==> config.mk <==
export PLATFORM = sky130hd
export DESIGN_NAME = ciu_cfg_regs_flat
export DESIGN_NICKNAME = d
export VERILOG_FILES = /design/src/hw/rtl/ciu_pkg.sv /design/src/hw/rtl/ciu_if.sv /design/src/hw/rtl/ciu_cfg_regs.sv /design/src/flat_wrapper.sv
export SDC_FILE = /design/constraint.sdc
export NUM_CORES = 1
export LEC_CHECK = 0
export BUFFER_PORTS_ARGS = -buffer_cell sky130_fd_sc_hd__buf_2
export CAP_MARGIN = 20
export CORE_ASPECT_RATIO = 1.25
export CORE_MARGIN = 2
export CORE_UTILIZATION = 39
export CTS_CLUSTER_DIAMETER = 60
export DETAILED_ROUTE_END_ITERATION = 7
export PLACE_DENSITY = 0.69
export SLEW_MARGIN = 40
export SYNTH_ARGS = -nofsm -noshare
export SYNTH_HDL_FRONTEND = slang
export SYNTH_SLANG_ARGS = --single-unit
==> constraint.sdc <==
create_clock -name clk -period 1 [get_ports clk]
set_input_delay 0.1 -clock clk [delete_from_list [all_inputs] [get_ports clk]]
set_output_delay 0.1 -clock clk [all_outputs]
set_load 0.03 [all_outputs]
==> src/hw/rtl/ciu_pkg.sv <==
// Shared types, constants and the cosine remap table of the curve interpolation unit.
package ciu_pkg;

  // Field widths
  localparam int COORD_WIDTH     = 32;
  localparam int BLEND_FRAC_BITS = 16;
  localparam int COS_TABLE_DEPTH = 1024;
  localparam int MU_W            = BLEND_FRAC_BITS + 1;
  localparam int MODE_W          = 3;
  localparam int TENSION_W       = 18;
  localparam int TENSION_FRAC    = 16;
  localparam int CFG_INDEX_W     = 2;
  localparam int CFG_DATA_W      = TENSION_W;

  // Datapath widths
  localparam int DIFF_W     = COORD_WIDTH + 1;
  localparam int COEF_W     = COORD_WIDTH + 4;
  localparam int WEIGHT_W   = BLEND_FRAC_BITS + 4;
  localparam int PRODUCT_W  = COEF_W + WEIGHT_W;
  localparam int TERM_W     = PRODUCT_W - BLEND_FRAC_BITS;
  localparam int SUM_W      = TERM_W + 3;
  localparam int TAN_PROD_W = DIFF_W + TENSION_W + 1;
  localparam int TAN_W      = TAN_PROD_W - TENSION_FRAC;
  localparam int COS_AW     = $clog2(COS_TABLE_DEPTH + 1);
  localparam int COS_PROD_W = MU_W + COS_AW;
  localparam int COS_STEP_W = MU_W + BLEND_FRAC_BITS + 2;

  localparam logic [MU_W-1:0] BLEND_ONE = {1'b1, {BLEND_FRAC_BITS{1'b0}}};

  // Interpolation methods; codes without a member act as linear
  typedef enum logic [MODE_W-1:0] {
    MODE_LINEAR   = 3'd0,
    MODE_COSINE   = 3'd1,
    MODE_CUBIC    = 3'd2,
    MODE_HERMITE  = 3'd3,
    MODE_CARDINAL = 3'd4
  } mode_t;

  // Configuration register indexes
  typedef enum logic [CFG_INDEX_W-1:0] {
    REG_MODE    = 2'd0,
    REG_TENSION = 2'd1
  } reg_index_t;

  localparam logic [TENSION_W-1:0] TENSION_RESET = 18'd32768;

  typedef struct packed {
    logic [MODE_W-1:0]    mode;
    logic [TENSION_W-1:0] tension;
  } cfg_t;

  // Front half result handed to the weighting and summing half
  typedef struct packed {
    logic [MODE_W-1:0]             mode;
    logic signed [COORD_WIDTH-1:0] v0;
    logic signed [COORD_WIDTH-1:0] v1;
    logic signed [COORD_WIDTH-1:0] v2;
    logic signed [COORD_WIDTH-1:0] v3;
    logic [MU_W-1:0]               mu;
    logic [MU_W-1:0]               mu2;
    logic [MU_W-1:0]               mu3;
    logic [MU_W-1:0]               cm;
    logic signed [COEF_W-1:0]      d21;
    logic signed [COEF_W-1:0]      p;
    logic signed [COEF_W-1:0]      q;
    logic signed [COEF_W-1:0]      r;
    logic signed [COEF_W-1:0]      t1;
    logic signed [COEF_W-1:0]      t2;
  } front_t;

  // Sign extensions
  function automatic logic signed [COEF_W-1:0] coef_of(input logic signed [COORD_WIDTH-1:0] v);
    return {{(COEF_W-COORD_WIDTH){v[COORD_WIDTH-1]}}, v};
  endfunction

  function automatic logic signed [DIFF_W-1:0] diff_of(input logic signed [COORD_WIDTH-1:0] v);
    return {{(DIFF_W-COORD_WIDTH){v[COORD_WIDTH-1]}}, v};
  endfunction

  function automatic logic signed [WEIGHT_W-1:0] weight_of(input logic [MU_W-1:0] m);
    return {{(WEIGHT_W-MU_W){1'b0}}, m};
  endfunction

  // Cosine table, built at elaboration: each entry holds {rom[k], rom[k+1]}
  typedef logic [2*MU_W-1:0] cos_pair_t;
  typedef cos_pair_t cos_rom_t [COS_TABLE_DEPTH+1];

  localparam logic [63:0] PI_Q30  = 64'd3373259426;
  localparam logic [63:0] ONE_Q30 = 64'd1073741824;
  localparam logic [63:0] TAYLOR_DIV [8] = '{64'd2, 64'd12, 64'd30, 64'd56,
                                              64'd90, 64'd132, 64'd182, 64'd240};

  // cos(pi*k/D) in Q2.30 for an angle up to pi/2, Taylor series to x^16
  function automatic logic [63:0] cos_q30(input logic [63:0] k);
    logic [63:0] x;
    logic [63:0] x2;
    logic [63:0] term;
    logic [63:0] pos;
    logic [63:0] neg;
    x    = (PI_Q30 * k) / COS_TABLE_DEPTH;
    x2   = (x * x) >> 30;
    term = ONE_Q30;
    pos  = ONE_Q30;
    neg  = 64'd0;
    for (int n = 1; n <= 8; n++) begin
      term = ((term * x2) >> 30) / TAYLOR_DIV[n-1];
      if (n % 2 == 1) neg = neg + term;
      else            pos = pos + term;
    end
    return (pos > neg) ? pos - neg : 64'd0;
  endfunction

  // (1 - cos(pi*k/D)) / 2 in Q0.F, rounded half up, clamped to one
  function automatic logic [MU_W-1:0] cos_entry(input logic [63:0] k);
    logic [63:0] c;
    logic [63:0] r;
    if (2 * k <= COS_TABLE_DEPTH) begin
      c = cos_q30(k);
      if (c > ONE_Q30) c = ONE_Q30;
      r = (ONE_Q30 - c) >> 1;
    end else begin
      r = (ONE_Q30 + cos_q30(COS_TABLE_DEPTH - k)) >> 1;
    end
    r = (r + (64'd1 << (29 - BLEND_FRAC_BITS))) >> (30 - BLEND_FRAC_BITS);
    if (r > 64'(BLEND_ONE)) r = 64'(BLEND_ONE);
    return r[MU_W-1:0];
  endfunction

  function automatic cos_rom_t cos_rom_build();
    cos_rom_t        rom;
    logic [MU_W-1:0] cur;
    logic [MU_W-1:0] nxt;
    for (int k = 0; k <= COS_TABLE_DEPTH; k++) begin
      cur = cos_entry(64'(k));
      nxt = (k < COS_TABLE_DEPTH) ? cos_entry(64'(k + 1)) : cur;
      rom[k] = {cur, nxt};
    end
    return rom;
  endfunction

  localparam cos_rom_t COS_ROM = cos_rom_build();

endpackage

==> src/hw/rtl/ciu_if.sv <==


interface ciu_cfg_if;
  logic                             valid;
  logic                             ready;
  logic [ciu_pkg::CFG_INDEX_W-1:0]  index;
  logic [ciu_pkg::CFG_DATA_W-1:0]   data;

  modport source (output valid, index, data, input ready);
  modport sink   (input valid, index, data, output ready);
endinterface

==> src/hw/rtl/ciu_cfg_regs.sv <==
// Mode and tension configuration registers.
module ciu_cfg_regs (
  input  logic          clk,
  input  logic          rst,
  ciu_cfg_if.sink       cfg,
  output ciu_pkg::cfg_t regs
);

  // Writes are always taken
  assign cfg.ready = 1'b1;

  always_ff @(posedge clk) begin
    if (rst) begin
      regs.mode    <= ciu_pkg::MODE_LINEAR;
      regs.tension <= ciu_pkg::TENSION_RESET;
    end else if (cfg.valid) begin
      case (cfg.index)
        ciu_pkg::REG_MODE:    regs.mode    <= cfg.data[ciu_pkg::MODE_W-1:0];
        ciu_pkg::REG_TENSION: regs.tension <= cfg.data;
        default: ;
      endcase
    end
  end

endmodule

==> src/flat_wrapper.sv <==
// flat-port wrapper written by rule: the top's interface ports become plain ports
module ciu_cfg_regs_flat 
  (clk, rst, regs, cfg_valid, cfg_index, cfg_data, cfg_ready);
  ciu_cfg_if cfg_i ();
  input  logic clk;
  input  logic rst;
  output ciu_pkg::cfg_t regs;
  input wire logic [$bits(cfg_i.valid)-1:0] cfg_valid;
  input wire logic [$bits(cfg_i.index)-1:0] cfg_index;
  input wire logic [$bits(cfg_i.data)-1:0] cfg_data;
  output wire logic [$bits(cfg_i.ready)-1:0] cfg_ready;
  assign cfg_i.valid = cfg_valid;
  assign cfg_i.index = cfg_index;
  assign cfg_i.data = cfg_data;
  assign cfg_ready = cfg_i.ready;
  ciu_cfg_regs u_core (.clk(clk), .rst(rst), .cfg(cfg_i), .regs(regs));
endmodule
==> impl_metrics.tcl, run 1 <==
set metrics [dict create \
    run_status "finished clean" \
    synth-seq-cells 21 \
    path_cells "buf_2" \
    synth_flop_cell "sky130_fd_sc_hd__dfxtp_1" \
    rsz0062_at_grt "no" \
    crit_buf_inv 1 \
    portBuffers 43 \
    placement_rows 19 \
    postRouteWirelength_um 1700 \
    fin_setup_tns_ns 0 \
    layout_cell_share_with_drive_strength_beyond_1_pct 35.6 \
    worst-r2r-cell-count 2 \
    cp_max_fo 2 \
    synthesized_cell_area_um2 942 \
    fin_hold_ws_ns 0.0534 \
    postCtsHoldBufs 0 \
    drt_first_iter_violations 4 \
    end_kind "primary output" \
    detailedPlacementHpwl_um 1230 \
    category_of_the_worst_setup_path_launch_point "register" \
    vias 734 \
    worst-endpoint-arrival_ns 0.84 \
    layout_worst_path_cycle_share_pct 94.2 \
    route.antenna.remaining_nets 0 \
    power.ir.vdd_worst_uv 849 \
    setup_viol_count_final 0 \
    leakage_power_nw 0.553 \
    synth-edff-count 0 \
    sequential_cell_area_fraction_in_the_yosys_report_pct 44.6 \
    synth_most_common_cell "sky130_fd_sc_hd__nand2b_1" \
    timing.setup.critical_path_class "reg -> out" \
    tritoncts.num_buffers 3 \
    synth_top_area_share_pct 44.6 \
    synthesis_to_finish_area_growth_pct 27.0 \
    synth.yosys.warnings 0 \
    timing.critical_path.max_delay_family "flip-flops" \
    cts_setup_buffers 0 \
    clock_tree.buffer_depth 2 \
    groute.usage.overall_pct 13.3 \
    first_global_vias 634 \
    drt-pass1-iter-count 4 \
    avgViaCountPerCell 4.50 \
    synth_area_leader "sky130_fd_sc_hd__dfxtp_1" \
    placeableCoreArea_mm2 0.00223 \
    biggest_registers_after_layout "u_core.regs: 21 flops" \
    ioPinCount 45 \
    powerDensity_mw_per_mm2 1270 \
    floorplan.die_area_mm2 0.00283 \
    avgSynthCellArea_um2 10.2 \
    synthesis.nets 115 \
    globalplace.congestion 0.612 \
    htree_num_levels 1 \
    largest_register_ffs 21 \
    post_drt_wl_per_cell_um 10.4 \
    die_height_um 59.0 \
    finalNetCount 156 \
    die_x_um 48.0 \
    final-hold-violation-count 0 \
    global_route_wire_length_before_repair_um 2630 \
    top_register "u_core.regs" \
    cpPeakStageDelay_ns 0.35 \
    async_s_r_ff_share_synth_pct 0 \
    min-delay-path-class "in -> reg" \
    final_slew_violations 0 \
    globalRoute.totalOverflow 0 \
    worst_setup_hold_path_clk_slew_ns 0.11 \
    starting_density_of_the_core_pct 42.2 \
    synth.top_cells.by_area "sky130_fd_sc_hd__dfxtp_1, sky130_fd_sc_hd__nand2b_1, sky130_fd_sc_hd__mux2i_1" \
    antenna_found_initial 0 \
    clock_root_cell "sky130_fd_sc_hd__clkbuf_4" \
    tritoncts "yes" \
    worst_skew_pair.late_latency_ns 0.29 \
    drcViolationCount 0 \
    max-cap-violations 0 \
    layout_min_cycle_time_ns 0.942 \
    worst_clock_skew_ns 0 \
    maxClockFrequency_ghz 1.06 \
    antenna-diode-count 0 \
    holdPathStages 3 \
    crit_path_top_delay_cell "sky130_fd_sc_hd__dfxtp_1" \
    cts.sinks 21 \
    syn-instance-count 92 \
    grt_start_max_net_pins 40 \
    yosysUniqueCellTypes 11 \
    crit_required_ns 0.90 \
    cp_num_cells 1 \
    post_synth_most_frequent_cells "sky130_fd_sc_hd__nand2b_1, sky130_fd_sc_hd__dfxtp_1, sky130_fd_sc_hd__mux2i_1" \
]
-- cells in the final DEF, fill, tap and decap left out, drive strengths merged --
cell type  Yosys  final
nand2b        37     37
and3b          1      1
clkbuf         3      5
mux2i         21     21
dfxtp         21     21
or3b           1      1
nor2           2      2
conb           1      1
buf            5     43
-- stage by stage --
| stage | total power [mW] | std cells | util [%] | cell area, um2 | worst slack (ns) |
|---|---|---|---|---|---|
| after CTS | 1.55 | 163 | 53.3 | 1190 | 0.0328 |
| final | 1.51 | 163 | 53.5 | 1200 | 0.0580 |
| after floorplan | 1.07 | 92 | - | 942 | 0.154 |
| after detailed placement | 1.15 | 159 | 52.1 | 1160 | 0.0554 |
| after global routing | 1.60 | 163 | 53.5 | 1200 | 0.0000956 |
| after global placement | 1.15 | 159 | 52.1 | 1160 | 0.0905 |
-- cell type report --
type	count	area, um2
Multi-Input combinational cell	63	470
Timing Repair Buffer	44	240
Clock buffer	4	26.3
Fill cell	233	1040
Sequential cell	21	420
Tap cell	31	38.8
-- report_power, final --
part | switching, mW | total, mW | internal (mW)
logic | 0.138 | 0.251 | 0.113
registers | 0.0141 | 0.880 | 0.866
clock network | 0.228 | 0.383 | 0.155
-- kinds of logic (layout without fill, tap and decap cells) --
family                 count (synthesis)  count (layout)  share of synthesized area, %
other                                  1               1                         0.398
DFF                                   21              21                          44.6
muxes                                 21              21                          22.3
and+or+nand+nor                       41              41                          27.2
buffers and inverters                  8              48                          5.44
-- worst paths after layout --
check	from	to	slack [ns]
max	u_core.regs[6]	regs[6]	0.06
min	cfg_data[12]	u_core.regs[12]	0.05
max reg2reg	u_core.regs[19]	u_core.regs[19]	0.38
min reg2reg	u_core.regs[3]	u_core.regs[3]	0.47
-- per-layer routing --
layer	global-route usage [%]	part of all wire, %	vias up	routed length, um
met4	6.95	0.71	0	12
met1	14.8	43	330	731
li1	-	-	371	-
met5	0	0	-	0
met3	3.68	7.6	2	129
met2	22.1	48	31	821
-- what timing repair did --
action / in CTS / in global routing
endpoints found under the hold margin: 0 / 0
resized for setup: 0 / 3
endpoints found under the setup margin: 0 / 2
Power figures use the tool's default switching activity.
==> run 2, diff against run 1 <==
--- a/config.mk
+++ b/config.mk
@@ -7,7 +7,7 @@
 export LEC_CHECK = 0
 export BUFFER_PORTS_ARGS = -buffer_cell sky130_fd_sc_hd__buf_2
 export CAP_MARGIN = 20
-export CORE_ASPECT_RATIO = 1.25
+export CORE_ASPECT_RATIO = 0.7
 export CORE_MARGIN = 2
 export CORE_UTILIZATION = 39
 export CTS_CLUSTER_DIAMETER = 60
@@ -17,3 +17,4 @@
 export SYNTH_ARGS = -nofsm -noshare
 export SYNTH_HDL_FRONTEND = slang
 export SYNTH_SLANG_ARGS = --single-unit
+export TNS_END_PERCENT = 50
==> impl_metrics.tcl, run 2 (synthesized netlist as in run 1, its figures left out) <==
set metrics [dict create \
    fillCellCount 220 \
    starting_density_of_the_core_pct 42.4 \
    timing.setup.critical_path_class "reg -> out" \
    run_status "finished clean" \
    clock_root_cell "sky130_fd_sc_hd__clkbuf_4" \
    htree_num_levels 1 \
    portBuffers 43 \
    postRouteWirelength_um 1720 \
    cts_setup_buffers 0 \
    top_register "u_core.regs" \
    dr_wl_met3_um 100 \
    mostFrequentLayoutCells "sky130_fd_sc_hd__nand2b_1, sky130_fd_sc_hd__buf_2, sky130_fd_sc_hd__mux2i_1" \
    wl_met2_um 818 \
    worst_skew_pair.late_latency_ns 0.30 \
    biggest_registers_after_layout "u_core.regs: 21 flops" \
    groute.usage.overall_pct 13.3 \
    path_cells "buf_2" \
    antenna-diode-count 0 \
    global_route_wire_length_before_repair_um 2850 \
    first_global_vias 678 \
    die_x_um 62.7 \
    vias 708 \
    min-delay-path-class "in -> reg" \
    dr.max_layer_used "met4" \
    globalplace.congestion 0.669 \
    final_common_cell "sky130_fd_sc_hd__nand2b_1" \
    post_layout_nonfiller_instances 164 \
    crit_buf_inv 1 \
    final_slew_violations 0 \
    cpPeakStageDelay_ns 0.35 \
    globalRoute.totalOverflow 0 \
    drcViolationCount 0 \
    crit_path_top_delay_cell "sky130_fd_sc_hd__dfxtp_1" \
    ioPinCount 45 \
    cts.sinks 21 \
    largest_register_ffs 21 \
    worst-endpoint-arrival_ns 0.85 \
    floorplan.die_area_mm2 0.00283 \
    clock_tree.buffer_depth 2 \
    powerDensity_mw_per_mm2 1250 \
    synthesis_to_finish_area_growth_pct 30.4 \
    layout_worst_path_cycle_share_pct 94.9 \
    tritoncts "yes" \
    cts_resized 0 \
    post_drt_wl_per_cell_um 10.5 \
    cp_max_fo 2 \
    layout_min_cycle_time_ns 0.949 \
    tritoncts.num_buffers 3 \
    final-hold-violation-count 0 \
    avgViaCountPerCell 4.32 \
    wl_met1_um 778 \
    leakage_power_nw 0.553 \
    rsz0062_at_grt "yes" \
    drt_first_iter_violations 16 \
    grt_start_max_net_pins 40 \
    worst_clock_skew_ns 0 \
    worst_setup_hold_path_clk_slew_ns 0.11 \
    fin_setup_tns_ns 0 \
    postCtsHoldBufs 0 \
    total_power_draw_mw 1.54 \
    category_of_the_worst_setup_path_launch_point "register" \
    timing.critical_path.max_delay_family "flip-flops" \
    die_height_um 45.1 \
    crit_required_ns 0.90 \
    drt-pass1-iter-count 4 \
    layout_cell_share_with_drive_strength_beyond_1_pct 37.9 \
    final_core_utilization_pct 55.2 \
    dpl.cell_count 160 \
    route.antenna.remaining_nets 0 \
    finalNetCount 156 \
    power.ir.vdd_worst_uv 769 \
    max-cap-violations 0 \
    maxClockFrequency_ghz 1.05 \
    setup_viol_count_final 0 \
    placement_rows 14 \
    end_kind "primary output" \
    antenna_found_initial 0 \
    placeableCoreArea_mm2 0.00222 \
]
## run 2: changes by cell type in the layout (fill, tap and decap cells not counted), sizes merged
cell / delta
buf: -5
clkbuf: +5
## run 2: routing by layer
layer,track usage [%],vias to the layer above
met1,14.2,313
met4,5.33,0
li1,-,370
met5,0,-
met3,5.49,4
met2,24.1,21
## run 2: power breakdown
| group | internal (mW) | switching, mW |
|---|---|---|
| registers | 0.866 | 0.0140 |
| clock network | 0.156 | 0.242 |
| logic | 0.121 | 0.138 |
## run 2: tightest hold or removal path, stage by stage
cell,delay (ns)
sky130_fd_sc_hd__buf_2,0.09
sky130_fd_sc_hd__nand2b_1,0.05
sky130_fd_sc_hd__mux2i_1,0.06
## run 2: final cells by class
class                           count  area (um2)  area share (%)
Clock buffer                        4        26.3            2.14
Multi-Input combinational cell     63         470            38.3
Sequential cell                    21         424            34.5
Tap cell                           32        40.0            3.26
Timing Repair Buffer               44         268            21.8
## run 2: through the flow
step,instance area [um2],setup slack [ns],hold slack [ns]
after floorplan,942,0.154,0.255
after global placement,1170,0.0886,0.364
after detailed placement,1170,0.0651,0.372
after CTS,1190,0.0305,0.0347
after global routing,1230,-0.00651,0.0143
final,1230,0.0507,0.0408
## run 2: path summary, 6_finish.rpt
path                                       from               to  slack, ns  cells after the start
worst max-delay path            u_core.regs[17]         regs[17]       0.05                      1
worst min register to register  u_core.regs[12]  u_core.regs[12]       0.48                      2
worst max register to register   u_core.regs[9]   u_core.regs[9]       0.39                      2
worst min-delay path                cfg_data[5]   u_core.regs[5]       0.04                      3
==> run 3, diff against run 2 <==
--- a/config.mk
+++ b/config.mk
@@ -5,6 +5,7 @@
 export SDC_FILE = /design/constraint.sdc
 export NUM_CORES = 1
 export LEC_CHECK = 0
+export ABC_AREA = 1
 export BUFFER_PORTS_ARGS = -buffer_cell sky130_fd_sc_hd__buf_2
 export CAP_MARGIN = 20
 export CORE_ASPECT_RATIO = 0.7
@@ -12,7 +13,7 @@
 export CORE_UTILIZATION = 39
 export CTS_CLUSTER_DIAMETER = 60
 export DETAILED_ROUTE_END_ITERATION = 7
-export PLACE_DENSITY = 0.69
+export PLACE_DENSITY = 0.71
 export SLEW_MARGIN = 40
 export SYNTH_ARGS = -nofsm -noshare
 export SYNTH_HDL_FRONTEND = slang
==> impl_metrics.tcl, run 3 <==
set metrics [dict create \
    run_status "finished clean" \
    crit_path_top_delay_cell "sky130_fd_sc_hd__dfxtp_1" \
    syn-instance-count 136 \
    holdPathStages 3 \
    maxClockFrequency_ghz 1.06 \
    groute.usage.overall_pct 14.2 \
    cp_num_cells 1 \
    min-delay-path-class "in -> reg" \
    wl_met1_um 837 \
    drcViolationCount 0 \
    power.combinational.fraction_pct 19.4 \
    internal-power_mw 1.14 \
    sequential_cell_area_fraction_in_the_yosys_report_pct 46.4 \
    synthesized_cell_area_um2 906 \
    antenna_found_initial 0 \
    placement_rows 14 \
    fin_setup_tns_ns 0 \
    synthesis.nets 159 \
    synth.yosys.warnings 0 \
    postCtsHoldBufs 0 \
    powerDensity_mw_per_mm2 1410 \
    p_sw_share_pct 29.6 \
    tritoncts "yes" \
    layout_cell_share_with_drive_strength_beyond_1_pct 28.2 \
    fillCellCount 243 \
    worst-r2r-cell-count 4 \
    tritoncts.num_buffers 3 \
    worst_skew_pair.late_latency_ns 0.30 \
    grt_start_max_net_pins 36 \
    vias 850 \
    synth-edff-count 0 \
    postPlaceCellArea_mm2 0.00111 \
    post_layout_nonfiller_instances 209 \
    finalNetCount 201 \
    timing.critical_path.max_delay_family "flip-flops" \
    layout_worst_path_cycle_share_pct 94.7 \
    layout_min_cycle_time_ns 0.947 \
    antenna-diode-count 0 \
    synth_area_leader "sky130_fd_sc_hd__dfxtp_1" \
    area.sequential_um2 423 \
    async_s_r_ff_share_synth_pct 0 \
    globalRoute.totalOverflow 0 \
    synth_top_area_share_pct 46.4 \
    top_register "u_core.regs" \
    drt-pass1-iter-count 4 \
    avgViaCountPerCell 4.07 \
    synth-seq-cells 21 \
    portBuffers 43 \
    category_of_the_worst_setup_path_launch_point "register" \
    route.antenna.remaining_nets 0 \
    postRouteWirelength_um 1800 \
    mostFrequentLayoutCells "sky130_fd_sc_hd__buf_2, sky130_fd_sc_hd__nor2_1, sky130_fd_sc_hd__nand2_1" \
    starting_density_of_the_core_pct 41.7 \
    synthesis_to_finish_area_growth_pct 27.2 \
    global_route_wire_length_before_repair_um 2870 \
    setup_viol_count_final 0 \
    multi_input_area_um2 348 \
    ioPinCount 45 \
    crit_required_ns 0.90 \
    clock_tree.buffer_depth 2 \
    seq_power_share_pct 55.5 \
    end_kind "primary output" \
    first_global_vias 670 \
    synth.top_cells.by_area "sky130_fd_sc_hd__dfxtp_1, sky130_fd_sc_hd__nand2_1, sky130_fd_sc_hd__nor2_1" \
    cpPeakStageDelay_ns 0.35 \
    worst-endpoint-arrival_ns 0.85 \
    final_slew_violations 0 \
    htree_num_levels 1 \
    clock_root_cell "sky130_fd_sc_hd__clkbuf_4" \
    largest_register_ffs 21 \
    detailedPlacementHpwl_um 1320 \
    cts.sinks 21 \
    drt_first_iter_violations 23 \
    final_cell_area_mm2 0.00115 \
    total_power_draw_mw 1.62 \
    biggest_registers_after_layout "u_core.regs: 21 flops" \
    path_cells "buf_2" \
    post_synth_most_frequent_cells "sky130_fd_sc_hd__nand2_1, sky130_fd_sc_hd__nor2_1, sky130_fd_sc_hd__inv_1" \
    worst_setup_hold_path_clk_slew_ns 0.12 \
    worst_clock_skew_ns 0 \
    rsz0062_at_grt "yes" \
    crit_buf_inv 1 \
    dr.max_layer_used "met4" \
    dr_wl_met3_um 88 \
    cp_max_fo 2 \
    die_x_um 61.6 \
    yosysUniqueCellTypes 12 \
    synth_flop_cell "sky130_fd_sc_hd__dfxtp_1" \
    timing.setup.critical_path_class "reg -> out" \
    placeableCoreArea_mm2 0.00217 \
    floorplan.die_area_mm2 0.00273 \
    post_drt_wl_per_cell_um 8.62 \
    die_height_um 44.3 \
    wl_met2_um 856 \
    leakage_power_nw 0.693 \
    final_common_cell "sky130_fd_sc_hd__buf_2" \
    globalplace.congestion 0.648 \
    avgSynthCellArea_um2 6.66 \
    final-hold-violation-count 0 \
    power.ir.vdd_worst_uv 777 \
    dpl.cell_count 205 \
    power.switching_mw 0.480 \
    max-cap-violations 0 \
    clock_power_share_pct 25.2 \
]
-- run 3: kinds of logic after synthesis --
kind of cell	Yosys count	share of synthesized area [%]
flops	21	46.4
simple gates	82	36.3
buf+inv	29	15.2
compound gates	3	1.66
other cells	1	0.414
-- run 3: power by group through the flow --
stage	Sequential (mW)	Combinational (mW)	Clock [mW]
floorplan	1.01	0.131	0
global placement	0.918	0.307	0
detailed placement	0.919	0.313	0
CTS	0.900	0.314	0.437
global route	0.907	0.351	0.469
finish	0.900	0.314	0.409
-- run 3: final cells by class --
type | instances | area share [%]
Sequential cell | 21 | 36.7
Multi-Input combinational cell | 86 | 30.2
Timing Repair Buffer | 44 | 20.2
Inverter | 22 | 7.17
Tap cell | 32 | 3.47
Clock buffer | 4 | 2.28
-- run 3: worst paths after layout --
check,start,end,slack [ns]
setup / recovery,u_core.regs[11],regs[11],0.05
hold / removal,cfg_data[17],u_core.regs[17],0.01
hold reg to reg,u_core.regs[15],u_core.regs[15],0.47
setup reg to reg,u_core.regs[16],u_core.regs[16],0.36
-- run 3: routing by layer --
| layer | vias up | global-route usage [%] |
|---|---|---|
| met5 | - | 0 |
| met4 | 0 | 3.83 |
| met3 | 2 | 5.26 |
| met2 | 19 | 22.9 |
| met1 | 360 | 17.9 |
| li1 | 469 | - |
-- run 3: stage by stage --
step	setup WS, ns	hold WS [ns]	utilization [%]
finish	0.0531	0.0137	53.1
global placement	0.0592	0.324	51.3
detailed placement	0.0228	0.326	51.3
global route	-0.00272	0.00203	53.1
CTS	0.0268	0.00196	52.5
floorplan	0.225	0.235	-
-- run 3: timing repair --
item / 4_1_cts / 5_1_grt
hold endpoints to repair: 0 / 0
setup buffers: 0 / 0
resized for setup: 0 / 6
endpoints found under the setup margin: 0 / 4
